File: src/hw/rtl/ogf_fifo.sv
// ----------------------------------------------------------------------------
// ogf_fifo
// Two-entry register queue used between the front and the back and on the
// result side.
// ----------------------------------------------------------------------------
module ogf_fifo #(
  parameter int WIDTH = 8
) (
  input  logic             clk,
  input  logic             rst_n,
  input  logic             push,
  input  logic [WIDTH-1:0] din,
  output logic             full,
  input  logic             pop,
  output logic             empty,
  output logic [WIDTH-1:0] dout
);

  logic [WIDTH-1:0] mem_r [2];
  logic             wp_r;
  logic             rp_r;
  logic [1:0]       cnt_r;
  logic             do_push;
  logic             do_pop;

  assign full    = (cnt_r == 2'd2);
  assign empty   = (cnt_r == 2'd0);
  assign dout    = mem_r[rp_r];
  assign do_push = push && !full;
  assign do_pop  = pop && !empty;

  always_ff @(posedge clk) begin
    if (!rst_n) begin
      wp_r  <= 1'b0;
      rp_r  <= 1'b0;
      cnt_r <= 2'd0;
    end else begin
      if (do_push) begin
        wp_r <= !wp_r;
      end
      if (do_pop) begin
        rp_r <= !rp_r;
      end
      if (do_push && !do_pop) begin
        cnt_r <= cnt_r + 2'd1;
      end else if (do_pop && !do_push) begin
        cnt_r <= cnt_r - 2'd1;
      end
    end
  end

  always_ff @(posedge clk) begin
    if (do_push) begin
      mem_r[wp_r] <= din;
    end
  end

endmodule

File: config.mk
export PLATFORM = sky130hd
export DESIGN_NAME = ogf_fifo
export DESIGN_NICKNAME = d
export VERILOG_FILES = /design/src/hw/rtl/ogf_fifo.sv
export SDC_FILE = /design/constraint.sdc
export NUM_CORES = 1
export LEC_CHECK = 0
export BUFFER_PORTS_ARGS = -buffer_cell sky130_fd_sc_hd__buf_4
export CORE_MARGIN = 2
export CORE_UTILIZATION = 32
export CTS_CLUSTER_DIAMETER = 30
export DETAILED_ROUTE_END_ITERATION = 7
export PLACE_DENSITY = 0.53
export SLEW_MARGIN = 5
export SYNTH_ARGS = -nofsm -noshare
export SYNTH_HDL_FRONTEND = slang
export SYNTH_SLANG_ARGS = --single-unit
export TNS_END_PERCENT = 5
File: constraint.sdc
create_clock -name clk -period 2.75 [get_ports clk]
set_clock_uncertainty 0.2 [all_clocks]
set_input_delay 0.275 -clock clk [delete_from_list [all_inputs] [get_ports clk]]
set_output_delay 0.275 -clock clk [all_outputs]
set_load 0.01 [all_outputs]
==> metrics.md, run 1 <==
| Metric | Value |
|---|---|
| Initial Util | `33.02%` |
| Slowest Stage Delay on Critical Path | `0.57 ns` |
| Mapped Cells | `51` |
| Met1 Wirelength | `566 um` |
| Tcrit/Tclk final | `around two thirds` |
| Die Height | `54.10 um` |
| WL per Instance | `10.72 um` |
| Register area share after synthesis | `just over 70%` |
| Synthesis-to-layout area growth | `38.16%` |
| Relative slew slack | `49.63%` |
| Worst slew pin tran | `0.7515 ns` |
| Critical Path RT | `2.28 ns` |
| ANT nets after route | `0` |
| Hold WC Path Type | `in2reg` |
| Average size of a mapped cell | `approximately 16 um2` |
| Max Used Layer | `met3` |
| Post-Place Worst Slack | `0.9486 ns` |
| Unrepaired setup endpoints after global routing | `no` |
| Setup_tns | `0 ns` |
| Slowest-stage cell, CP | `dfxtp_1` |
| DP Wirelength | `835.8 um` |
| Total GRT Usage | `9.086%` |
| Met3 Routed Length | `about 84 um` |
| Final hold viol count | `0` |
| Final core utilization | `around 46%` |
| Syn_nets | `64` |
| Chip width | `54.10 um` |
| Yosys top cell by area | `edfxtp_1` |
| Post-CTS setup repair buffer count | `0` |
| Die ar. | `0.002927 mm2` |
| GP Congestion | `0.7011` |
| First-pass GRT wire length | `1.821 mm` |
| Vias per Instance | `4.298` |
| Max IR drop VDD | `476.3 uV` |
| Synth Area in Compound Gates | `3.738%` |
| Post-synthesis adder-cell area fraction | `roughly 1.6%` |
| Cell family with most CP delay | `flip-flops` |
| Leak pwr | `0.4437 nW` |
| Via count | `between 400 and 500` |
| H-tree lvl count | `1` |
| Row cnt | `18` |
| Status | `completed` |
| Initial antenna violation count | `0` |
| Num CTS Buffers | `3` |
| Overall Power | `882.2 uW` |
| Distinct cells, synth | `16` |
| Met2 WL | `571 um` |
| Non-filler cells, final | `114` |
| Mux cell area share after synthesis | `11.21%` |
| # setup viols final | `0` |
| Share of cells above drive strength 1 | `39.29%` |
| WHS | `0.1433 ns` |
| Placed Area | `slightly below 0.001 mm2` |
| Diodes inserted | `0` |
| Final Critical Period | `1.853 ns` |
| Max Clk Rate | `roughly 540 MHz` |
| Core area | `approximately 0.0024 mm2` |
| Post-Synth Simple-Gate Area | `5.919%` |
| Largest family of logic cells by synthesized area | `multiplexers` |
| Final worst slack | `0.8974 ns` |
| Total grt overflow | `0` |
| DRT Pass-1 Iters | `3` |
| Critical path type | `reg2out` |
| CTS max path bufs | `2` |
| Total wire length | `~1.2 mm` |
| Worst Setup End Kind | `primary output` |
| Synth warn | `0` |
| Vias in the first global route | `448` |
| Worst Path Buf+Inv | `1` |
| Clock transition at path regs | `~0.10 ns` |
| CTS sink cnt | `21` |
| Max cap viols | `0` |
| #FFs+latches synth | `21` |
| Clock Latency Late Sink | `0.29 ns` |
| Share of the synthesized area in the top cell type | `59.81%` |
| Critical path launch point type | `flop` |
| Clock Tree Root | `clkbuf_4` |
| XOR/XNOR share of the synthesized area | `3.271%` |
| Max Slew Vio Count | `0` |
| CP max FO | `8` |
| Drt drc | `0` |
| CTS tree | `done` |
| Worst-path cell chain | `mux2_2, buf_4` |
| I/O pin count | `22` |
| Placed cells | `about 100` |
| # port buffers | `21` |
| WP data arrival | `1.38 ns` |
| Final Cell Area | `0.001110 mm2` |
| Iter 0 DRT Violations | `10` |
| Largest net degree at the start of global routing | `12` |
| Synth Cell Area | `803.3 um2` |
| # nets final | `98` |
| Pwr Density | `795.0 mW/mm2` |
| Synth top area cells | `edfxtp_1 (60%), dfxtp_1 (12%), mux2_2 (11%), xor2_1 (3.3%), nor2_1 (2.3%)` |
==> worst paths after layout <==
path | slack, ns | startpoint | depth (start not counted) | to
hold / removal | 0.14 | push | 3 | wp_r
setup reg to reg | 0.94 | cnt_r[0] | 6 | cnt_r[1]
setup / recovery | 0.90 | flop | 2 | dout[7]
hold reg to reg | 0.32 | rp_r | 2 | rp_r
==> area by class of cell <==
type / instances / area, um2
fillers: 242 / 1323
flip-flops and latches: 21 / 580.6
repair buffers: 30 / 247.7
multi-input cells: 26 / 206.4
well taps: 30 / 37.54
clock buffers: 4 / 26.28
inverters: 3 / 11.26
==> synth_stat cells, drive strengths merged <==
library cell  count
a21boi            1
nand2b            1
nor2              5
edfxtp           16
and3              1
o21ai             2
dfxtp             5
buf               1
ha                1
xor2              3
nor3              1
or3               1
inv               3
a21oi             1
o21a              1
mux2              8
==> kinds of logic after synthesis <==
family | after synthesis
flip-flops | 21
adder cells (fa/ha/maj) | 1
XOR/XNOR | 3
AND/OR/NAND/NOR | 9
AO/OA/AOI/OAI | 5
multiplexers | 8
buffers and inverters | 4
==> what timing repair did <==
action                    CTS  global route
hold buffers                9             0
hold endpoints to repair   17             0
gates resized for setup     0             0
==> placed cells by master (no fill, tap or decap), types with 2 or more instances in the layout <==
master,instances
buf_4,21
clkbuf_4,3
dfxtp_1,5
dlygate4sd3_1,9
edfxtp_1,16
inv_1,3
mux2_2,8
nor2_1,5
o21ai_0,2
xor2_1,3
==> where the power goes <==
group          switching (mW)  internal, mW
combinational           0.132         0.165
sequential             0.0421         0.405
clock                  0.0822        0.0563
total                   0.256         0.626
==> flip-flops by register name, summed over array words and instances, names as in the netlist, named ones only <==
signal / count
rp_r: 1
cnt_r: 2
mem_r: 16
wp_r: 1
==> tightest hold or removal path, cell delays in order <==
cell	delay, ns
buf_4	0.09
a21boi_0	0.07
o21a_1	0.16
==> routing by layer <==
layer  track usage, %  vias to the layer above
li1                 -                      249
met1            10.95                      226
met2            15.24                       15
met3            1.667                        0
met4            5.000                        0
met5                0                        -
Note: power is estimated with default switching activity, not from simulation.
==> run 2, diff against run 1 <==
- clock period: 2.75 -> 1.8 ns (I/O delays scaled with it)
==> metrics.md, run 2 (same netlist as run 1, synthesis figures left out) <==
| Metric | Value |
|---|---|
| Most common cell after layout, fill and taps aside | `buf_4` |
| Initial Util | `33.02% (unchanged)` |
| Hold WC Path Type | `in2reg` |
| Row cnt | `18 (unchanged)` |
| # nets final | `101 (+3.1%)` |
| Total GRT Usage | `9.649% (+0.56 points)` |
| Vias in the first global route | `474 (+5.8%)` |
| Max reg flops | `16 (unchanged)` |
| Share of cells above drive strength 1 | `47.13% (+7.8 points)` |
| H-tree lvl count | `1 (unchanged)` |
| DRT Pass-1 Iters | `4 (+1)` |
| Chip width | `54.10 um (unchanged)` |
| Status | `completed` |
| Core area | `0.002432 mm2 (unchanged)` |
| Synthesis-to-layout area growth | `41.90%` |
| Most flops, register | `mem_r` |
| Largest net degree at the start of global routing | `13 (+1)` |
| ANT nets after route | `0 (unchanged)` |
| Initial antenna violation count | `0 (unchanged)` |
| CTS tree | `done` |
| Max Slew Vio Count | `0 (unchanged)` |
| CTS sink cnt | `21 (unchanged)` |
| Vias per Instance | `4.333 (+0.82%)` |
| Via count | `507 (+3.5%)` |
| Num CTS Buffers | `3 (unchanged)` |
| Critical path type | `reg2reg` |
| Final hold viol count | `0 (unchanged)` |
| Worst Setup End Kind | `flop` |
| # port buffers | `21 (unchanged)` |
| Iter 0 DRT Violations | `4 (-6)` |
| Final Cell Area | `0.001140 mm2 (+2.7%)` |
| GP Congestion | `0.6474 (-7.7%)` |
| Tcrit/Tclk final | `a little over nine tenths` |
| Max IR drop VDD | `645.7 uV (+36%)` |
| WL per Instance | `10.85 um (+1.3%)` |
| Die Height | `54.10 um (unchanged)` |
| Clock Tree Root | `clkbuf_4` |
| Clock transition at path regs | `0.11 ns (about the same)` |
| Placed Area | `0.001008 mm2 (+1.5%)` |
| Relative slew slack | `74.00% (+24 points)` |
| Die ar. | `0.002927 mm2 (unchanged)` |
| Placed cells | `103 (+2.0%)` |
| Final Critical Period | `1.735 ns` |
| WP data arrival | `1.77 ns (+0.39 ns)` |
| Total wire length | `1.270 mm (+3.9%)` |
| Critical path launch point type | `flop` |
| Worst reg2reg setup slack | `0.07 ns (-0.87 ns)` |
| Clock Latency Late Sink | `0.29 ns (about the same)` |
| I/O pin count | `22 (unchanged)` |
| Leak pwr | `0.4597 nW (+3.6%)` |
| Commonest cells after routing, fill and taps aside | `buf_4 (24), edfxtp_1 (16), dlygate4sd3_1 (9), mux2_2 (8), nor2_1 (5)` |
| Drt drc | `0 (unchanged)` |
| First-pass GRT wire length | `1.973 mm (+8.3%)` |
| Largest regs | `mem_r (16), cnt_r (2)` |
| Diodes inserted | `0 (unchanged)` |
| Worst slew pin tran | `0.3899 ns (-0.3616 ns)` |
| Pwr Density | `1232 mW/mm2 (+55%)` |
| # setup viols final | `0 (unchanged)` |
| Total grt overflow | `0 (unchanged)` |
| Non-filler cells, final | `117 (+2.6%)` |
| CTS max path bufs | `2 (unchanged)` |
| CP max FO | `5 (-3)` |
| Critical Path RT | `1.83 ns (-0.45 ns)` |
| DP Wirelength | `845.8 um (+1.2%)` |
| Max Clk Rate | `around 580 MHz` |
| Max cap viols | `0 (unchanged)` |
-- run 2: changes by cell type in the layout (fill, tap and decap cells not counted) --
cell,previous run,this run
clkinv_2,0,1
dfxtp_1,5,2
inv_2,0,1
clkbuf_1,1,0
inv_1,3,2
dfxtp_2,0,2
dfxtp_4,0,1
buf_4,21,24
-- run 2: worst paths after layout --
path | startpoint | to | cells past startpoint
max | cnt_r[0] | cnt_r[1] | 6
min | push | wp_r | 3
max reg2reg | cnt_r[0] | cnt_r[1] | 6
min reg2reg | rp_r | flop | 2
-- run 2: worst max-delay path: stages, from the launching register on --
cell and delay [ns]:
dfxtp_4 0.38, nand2b_1 0.17, inv_2 0.09, nor2_1 0.05, ha_1 0.28, or3_1 0.37
a21oi_1 0.14
-- run 2: where the power goes --
part	leakage (nW)	internal (mW)	switching (mW)	total, mW
Sequential	0.192	0.628	0.0640	0.692
Clock	0.0177	0.0827	0.138	0.221
Combinational	0.250	0.284	0.208	0.491
-- run 2: routing by layer --
metal / vias up / share of wire (%) / track usage, %
li1: 254 / - / -
met5: - / 0 / 0
met3: 0 / 5.5 / 1.667
met1: 238 / 46 / 11.23
met2: 15 / 48 / 16.87
met4: 0 / 0 / 5.000
-- run 2: what timing repair did --
action                                  4_1_cts  5_1_grt
hold endpoints to repair                     21        0
setup buffers                                 0        1
hold buffers                                  9        0
gates resized for setup                       2        3
pin swaps                                     0        1
endpoints found under the setup margin        2        1
-- run 2: final cells by class --
type	instances	area [um2]
fill	229	1292
sequential	21	586.8
timing repair buffer	33	270.3
multi-input combinational	26	206.4
tap	30	37.54
clock buffer	3	22.52
inverter	3	11.26
clock inverter	1	5.005
-- run 2: per-stage QoR --
step / hold slack [ns] / power, mW / TNS [ns] / util, % / setup slack, ns
CTS: 0.02705 / 1.387 / 0 / 46.40 / 0.01669
global route: 0.03234 / 1.509 / -0.001385 / 46.86 / -0.001385
detailed placement: 0.1675 / 1.151 / 0 / 41.46 / 0.01080
global placement: 0.1659 / 1.151 / 0 / 41.46 / 0.05558
finish: 0.02977 / 1.404 / 0 / 46.86 / 0.06540
floorplan: 0.07887 / 0.9501 / 0 / - / 0.05279
