$ cat config.mk
export PLATFORM = sky130hd
export DESIGN_NAME = ogf_front
export DESIGN_NICKNAME = d
export VERILOG_FILES = /design/src/hw/rtl/ogf_pkg.sv /design/src/hw/rtl/ogf_fifo.sv /design/src/hw/rtl/ogf_front.sv
export SDC_FILE = /design/constraint.sdc
export NUM_CORES = 1
export LEC_CHECK = 0
export BUFFER_PORTS_ARGS = -buffer_cell sky130_fd_sc_hd__buf_2
export CAP_MARGIN = 20
export CORE_MARGIN = 2
export CORE_UTILIZATION = 35
export CTS_BUF_LIST = sky130_fd_sc_hd__clkbuf_4 sky130_fd_sc_hd__clkbuf_8
export DETAILED_ROUTE_END_ITERATION = 12
export GPL_TIMING_DRIVEN = 0
export HOLD_SLACK_MARGIN = 0.05
export PLACE_DENSITY = 0.56
export SYNTH_ARGS = -nofsm -noshare
export SYNTH_HDL_FRONTEND = slang
export SYNTH_HIERARCHICAL = 1
export SYNTH_SLANG_ARGS = --single-unit
$ cat constraint.sdc
create_clock -name clk -period 14.3 [get_ports clk]
set_input_delay 2.86 -clock clk [delete_from_list [all_inputs] [get_ports clk]]
set_output_delay 2.86 -clock clk [all_outputs]
set_load 0.005 [all_outputs]
$ cat src/hw/rtl/ogf_pkg.sv
// ----------------------------------------------------------------------------
// ogf_pkg
// Shared types, register indexes and constants of the occupancy grid fusion
// block.
// ----------------------------------------------------------------------------
package ogf_pkg;

  localparam int GRID_DIM_DEF  = 512;
  localparam int LOCAL_DIM_DEF = 128;

  // address fields in the command carry the widest legal grid and costmap
  localparam int LADDR_W = 20;
  localparam int GADDR_W = 24;
  localparam int PROD_W  = 53;

  typedef enum logic [1:0] {
    FN_POSE = 2'd0,
    FN_CELL = 2'd1,
    FN_TICK = 2'd2,
    FN_READ = 2'd3
  } func_t;

  typedef enum logic [1:0] {
    KIND_POSE = 2'd0,
    KIND_TICK = 2'd1,
    KIND_READ = 2'd2
  } kind_t;

  localparam logic [2:0] REG_MOVE_THRESHOLD = 3'd0;
  localparam logic [2:0] REG_LOCAL_WIDTH    = 3'd1;
  localparam logic [2:0] REG_LOCAL_HEIGHT   = 3'd2;
  localparam logic [2:0] REG_LOCAL_ORIGIN_X = 3'd3;
  localparam logic [2:0] REG_LOCAL_ORIGIN_Y = 3'd4;
  localparam logic [2:0] REG_LOCAL_CELL_SZ  = 3'd5;
  localparam logic [2:0] REG_GRID_CPM       = 3'd6;
  localparam logic [2:0] REG_GRID_ORIGIN    = 3'd7;

  localparam logic [15:0]        RST_MOVE_THRESHOLD = 16'd384;
  localparam logic [7:0]         RST_LOCAL_WIDTH    = 8'd128;
  localparam logic [7:0]         RST_LOCAL_HEIGHT   = 8'd128;
  localparam logic signed [23:0] RST_LOCAL_ORIGIN   = -24'sd1638;
  localparam logic [15:0]        RST_LOCAL_CELL_SZ  = 16'd6554;
  localparam logic [15:0]        RST_GRID_CPM       = 16'd1280;
  localparam logic signed [23:0] RST_GRID_ORIGIN    = -24'sd13107;

  localparam logic [7:0] COST_UNKNOWN = 8'hFF;

  typedef struct packed {
    func_t              func;
    logic signed [23:0] pos_x;
    logic signed [23:0] pos_y;
    logic signed [7:0]  cell_cost;
    logic [6:0]         local_col;
    logic [6:0]         local_row;
    logic               cell_last;
    logic [8:0]         grid_col;
    logic [8:0]         grid_row;
  } in_t;

  typedef struct packed {
    kind_t             kind;
    logic              moved;
    logic              integrated;
    logic [14:0]       cells_written;
    logic signed [7:0] read_value;
  } out_t;

  typedef struct packed {
    func_t               op;
    logic signed [23:0]  pos_x;
    logic signed [23:0]  pos_y;
    logic [7:0]          cost;
    logic [LADDR_W-1:0]  laddr;
    logic                lok;
    logic                last;
    logic [GADDR_W-1:0]  gaddr;
    logic                gok;
  } cmd_t;

  typedef enum logic [3:0] {
    ST_CLEAR,
    ST_IDLE,
    ST_POSE0,
    ST_POSE1,
    ST_POSE2,
    ST_POSE3,
    ST_RD_WAIT,
    ST_TICK0,
    ST_TICK1,
    ST_TICK2,
    ST_TICK3,
    ST_ROW,
    ST_CELL_RD,
    ST_CELL_WR,
    ST_TDONE,
    ST_EMIT
  } bk_state_t;

endpackage

$ cat src/hw/rtl/ogf_fifo.sv
// ----------------------------------------------------------------------------
// ogf_fifo
// Two-entry register queue used between the front and the back and on the
// result side.
// ----------------------------------------------------------------------------
module ogf_fifo #(
  parameter int WIDTH = 8
) (
  input  logic             clk,
  input  logic             rst_n,
  input  logic             push,
  input  logic [WIDTH-1:0] din,
  output logic             full,
  input  logic             pop,
  output logic             empty,
  output logic [WIDTH-1:0] dout
);

  logic [WIDTH-1:0] mem_r [2];
  logic             wp_r;
  logic             rp_r;
  logic [1:0]       cnt_r;
  logic             do_push;
  logic             do_pop;

  assign full    = (cnt_r == 2'd2);
  assign empty   = (cnt_r == 2'd0);
  assign dout    = mem_r[rp_r];
  assign do_push = push && !full;
  assign do_pop  = pop && !empty;

  always_ff @(posedge clk) begin
    if (!rst_n) begin
      wp_r  <= 1'b0;
      rp_r  <= 1'b0;
      cnt_r <= 2'd0;
    end else begin
      if (do_push) begin
        wp_r <= !wp_r;
      end
      if (do_pop) begin
        rp_r <= !rp_r;
      end
      if (do_push && !do_pop) begin
        cnt_r <= cnt_r + 2'd1;
      end else if (do_pop && !do_push) begin
        cnt_r <= cnt_r - 2'd1;
      end
    end
  end

  always_ff @(posedge clk) begin
    if (do_push) begin
      mem_r[wp_r] <= din;
    end
  end

endmodule

$ cat src/hw/rtl/ogf_front.sv
// ----------------------------------------------------------------------------
// ogf_front
// Accepts input beats, decodes them into commands with range checks and
// flat memory addresses, and queues them for the back end.
// ----------------------------------------------------------------------------
module ogf_front #(
  parameter int GRID_DIM  = ogf_pkg::GRID_DIM_DEF,
  parameter int LOCAL_DIM = ogf_pkg::LOCAL_DIM_DEF
) (
  input  logic          clk,
  input  logic          rst_n,
  input  logic          in_push,
  input  ogf_pkg::in_t  in_data,
  output logic          in_full,
  input  logic          hold,
  input  logic          cmd_pop,
  output logic          cmd_empty,
  output ogf_pkg::cmd_t cmd_head
);
  import ogf_pkg::*;

  cmd_t                cmd;
  logic                q_full;
  logic                accept;
  logic [$bits(cmd_t)-1:0] q_dout;

  assign in_full = q_full || hold;
  assign accept  = in_push && !in_full;

  always_comb begin
    cmd.op    = in_data.func;
    cmd.pos_x = in_data.pos_x;
    cmd.pos_y = in_data.pos_y;
    cmd.cost  = in_data.cell_cost;
    cmd.last  = in_data.cell_last;
    cmd.lok   = (int'(in_data.local_col) < LOCAL_DIM) && (int'(in_data.local_row) < LOCAL_DIM);
    cmd.laddr = LADDR_W'(int'(in_data.local_row) * LOCAL_DIM + int'(in_data.local_col));
    cmd.gok   = (int'(in_data.grid_col) < GRID_DIM) && (int'(in_data.grid_row) < GRID_DIM);
    cmd.gaddr = GADDR_W'(int'(in_data.grid_row) * GRID_DIM + int'(in_data.grid_col));
  end

  ogf_fifo #(.WIDTH($bits(cmd_t))) u_cmdq (
    .clk   (clk),
    .rst_n (rst_n),
    .push  (accept),
    .din   (cmd),
    .full  (q_full),
    .pop   (cmd_pop),
    .empty (cmd_empty),
    .dout  (q_dout)
  );

  assign cmd_head = cmd_t'(q_dout);

endmodule

==> impl_metrics.tcl <==
set metrics [dict create \
    outcome "finished, final reports clean" \
    synthTopCellsByArea "edfxtp_1 78%, mux2_4 9.3%, mux2_2 7.7%" \
    fin_crit_sh_pct 43.1 \
    multi_input_area_um2 1630 \
    slew_viol_final 0 \
    avgSynthCellArea_um2 22.7 \
    critPathArrivalTime_ns 3.30 \
    syn2layout_area_growth_pct 29.2 \
    drtAntennaViolNets 0 \
    rsz0062_at_grt "false" \
    max_stage_delay_ns 0.22 \
    synth_top_cell_area_share_pct 78.0 \
    synth_area_leader_cell "edfxtp_1" \
    drt_wl_total_um 15200 \
    setup_tns_ns 0 \
    fin_nets 729 \
    powerDensity_nw_per_um2 166 \
    top_usage_layer "met2" \
    cts.clk_slew.worst_paths_ns 0.06 \
    drtPass1Iterations 4 \
    cts_tree "yes" \
    worst_slew_pin_slew_ns 0.921 \
    use_met3_pct 5.42 \
    final_util_pct 46.1 \
    cts_root_buf "clkbuf_8" \
    num-fill-cells 1983 \
    ys_seq_area_share_pct 79.3 \
    p_int_mw 1.30 \
    whs_ns 0.558 \
    ir_drop_mv 0.0979 \
    leakagePower_nw 3.99 \
    clk_path_buf_depth 3 \
    grt_overflow_total 0 \
    post-cts-setup-buffers 0 \
    seqCellArea_um2 6410 \
    gr-usage-met1_pct 13.1 \
    core_um2 22600 \
    switching_share_pct 25.0 \
    crit_path_end_kind "output port" \
    ys_ff_latch 215 \
    synth_edf_count 210 \
    via_count 4120 \
    critical_path_class "input port to output port" \
    setup_viol 0 \
    die-width_um 156 \
    cts_inserted_buffers 39 \
    synth_warnings 6 \
    clock_sinks 215 \
    crit_top_cell "buf_2" \
    htreeDepth 2 \
    power_frac_comb_pct 24.3 \
    dieHeight_um 156 \
    die_area_um2 24300 \
    drc 0 \
    dpl_worst_slack_ns 8.15 \
    netlist_area_um2 8080 \
    grt_use_total_pct 12.0 \
    fin_crit_ns 6.16 \
    drt_iter0_drc 182 \
    critPathBufInv 2 \
    placed_cell_area_um2 9730 \
    grt_max_degree 55 \
    cp_max_fo 2 \
    viasPerCell 4.38 \
    drv_cap 0 \
    power.switching_mw 0.432 \
    start_util_pct 35.7 \
    clock.fmax_ghz 0.162 \
    grt_use_met2_pct 20.6 \
    clk_latency_ns 0.51 \
    drive_above_1_share_pct 59.2 \
    p_seq_share_pct 44.9 \
    netlist_instances 356 \
    cts_resized 0 \
    ioPinCount 203 \
    pwr-share-clk_pct 30.8 \
    antenna_found_initial 2 \
    grt_pass1_wl_um 22600 \
    rows 55 \
    synth.distinct_cells 27 \
    port_buffers 202 \
    relSlewSlack_pct 38.4 \
    path_cells "buf_2 -> or2_1 -> buf_2" \
    crit_family "buffers and inverters" \
    grt_pass1_vias 4441 \
    final.setup.worst_slack_ns 8.14 \
    min-delay-path-class "flip-flop to flip-flop" \
    final-hold-violation-count 0 \
    critPathSlowestCell "or2_1" \
    gp_congestion 0.664 \
    design_area_um2 10400 \
    synthArstFlopShare_pct 0 \
    wl_per_cell_um 16.1 \
    hpwlAfterDp_um 10400 \
    required_ns 11.44 \
    ys.flop_type "edfxtp_1" \
    cp-start-kind "input port" \
    clock_skew_ns 0.0119 \
    cts_hold_buf 0 \
]
==> worst paths after layout <==
check / slack [ns] / cells after the start / end / startpoint
max reg2reg: 11.27 / 9 / u_cmdq/mem_r[0][95]$_DFFE_PP_ / u_cmdq/cnt_r[0]$_SDFFE_PN0P_
min reg2reg: 0.56 / 2 / u_cmdq/cnt_r[1]$_SDFFE_PN0P_ / u_cmdq/cnt_r[1]$_SDFFE_PN0P_
max: 8.14 / 3 / in_full / hold
min: 0.56 / 2 / u_cmdq/cnt_r[1]$_SDFFE_PN0P_ / u_cmdq/cnt_r[1]$_SDFFE_PN0P_
==> per-stage QoR <==
stage	total power, mW	instances
finish	1.73	940
global route	1.82	939
CTS	1.76	939
detailed placement	1.22	876
global placement	1.20	869
floorplan	1.05	382
==> cells by family (layout without fill, tap and decap cells) <==
logic type	after synthesis	after routing	synth area share [%]
muxes	105	105	17.0
DFF	215	215	79.3
xor gates and xnor gates	3	3	0.325
and+or+nand+nor	11	11	0.852
AOI/OAI and AO/OA	5	5	0.402
buffers and inverters	14	286	1.97
other	2	29	0.0929
adders and majority gates	1	1	0.155
==> final cells by class <==
class | instances | share of cell area [%]
diodes | 1 | 0.0240
multi-input cells | 153 | 15.6
inverters | 2 | 0.0719
repair buffers | 209 | 11.3
clock buffers | 52 | 6.07
plain buffers | 12 | 1.45
well taps | 285 | 3.41
clock inverters | 11 | 0.779
flip-flops and latches | 215 | 61.3
==> cells in the final DEF, fill, tap and decap left out, types with 5 or more instances in the layout <==
cell type	count
edfxtp_1	210
clkinv_1	5
clkbuf_4	13
dfxtp_1	5
mux2_2	55
mux2_4	50
conb_1	28
buf_12	5
clkbuf_8	39
buf_16	5
buf_2	207
==> power groups by stage <==
| stage | combinational [mW] | sequential [mW] | clock, mW |
|---|---|---|---|
| after global placement | 0.398 | 0.801 | 0 |
| final | 0.420 | 0.778 | 0.533 |
| after detailed placement | 0.429 | 0.791 | 0 |
| after CTS | 0.431 | 0.778 | 0.555 |
| after floorplan | 0.256 | 0.794 | 0 |
| after global routing | 0.456 | 0.782 | 0.579 |
==> registers in the layout, summed over array words and instances (netlist names), named ones only <==
register,cells
u_cmdq/wp_r,1
u_cmdq/cnt_r,2
u_cmdq/rp_r,1
u_cmdq/mem_r,210
==> worst min-delay path, cell delays in order (launching register included) <==
cell and delay [ns]:
dfxtp_1 0.34, o21ai_0 0.10, a21boi_1 0.07
==> cells in the mapped netlist, types with 2 or more instances <==
| library cell | n |
|---|---|
| mux2_2 | 55 |
| and2_1 | 3 |
| buf_2 | 5 |
| edfxtp_1 | 210 |
| dfxtp_1 | 5 |
| nor2_1 | 2 |
| mux2_4 | 50 |
| xnor2_1 | 2 |
| conb_1 | 2 |
| buf_12 | 5 |
==> metal layers <==
metal	share of wire (%)	vias up
met5	0.086	-
met4	1.8	2
met3	11	30
met2	49	177
met1	38	1969
li1	-	1942
Note: power is estimated with default switching activity, not from simulation.
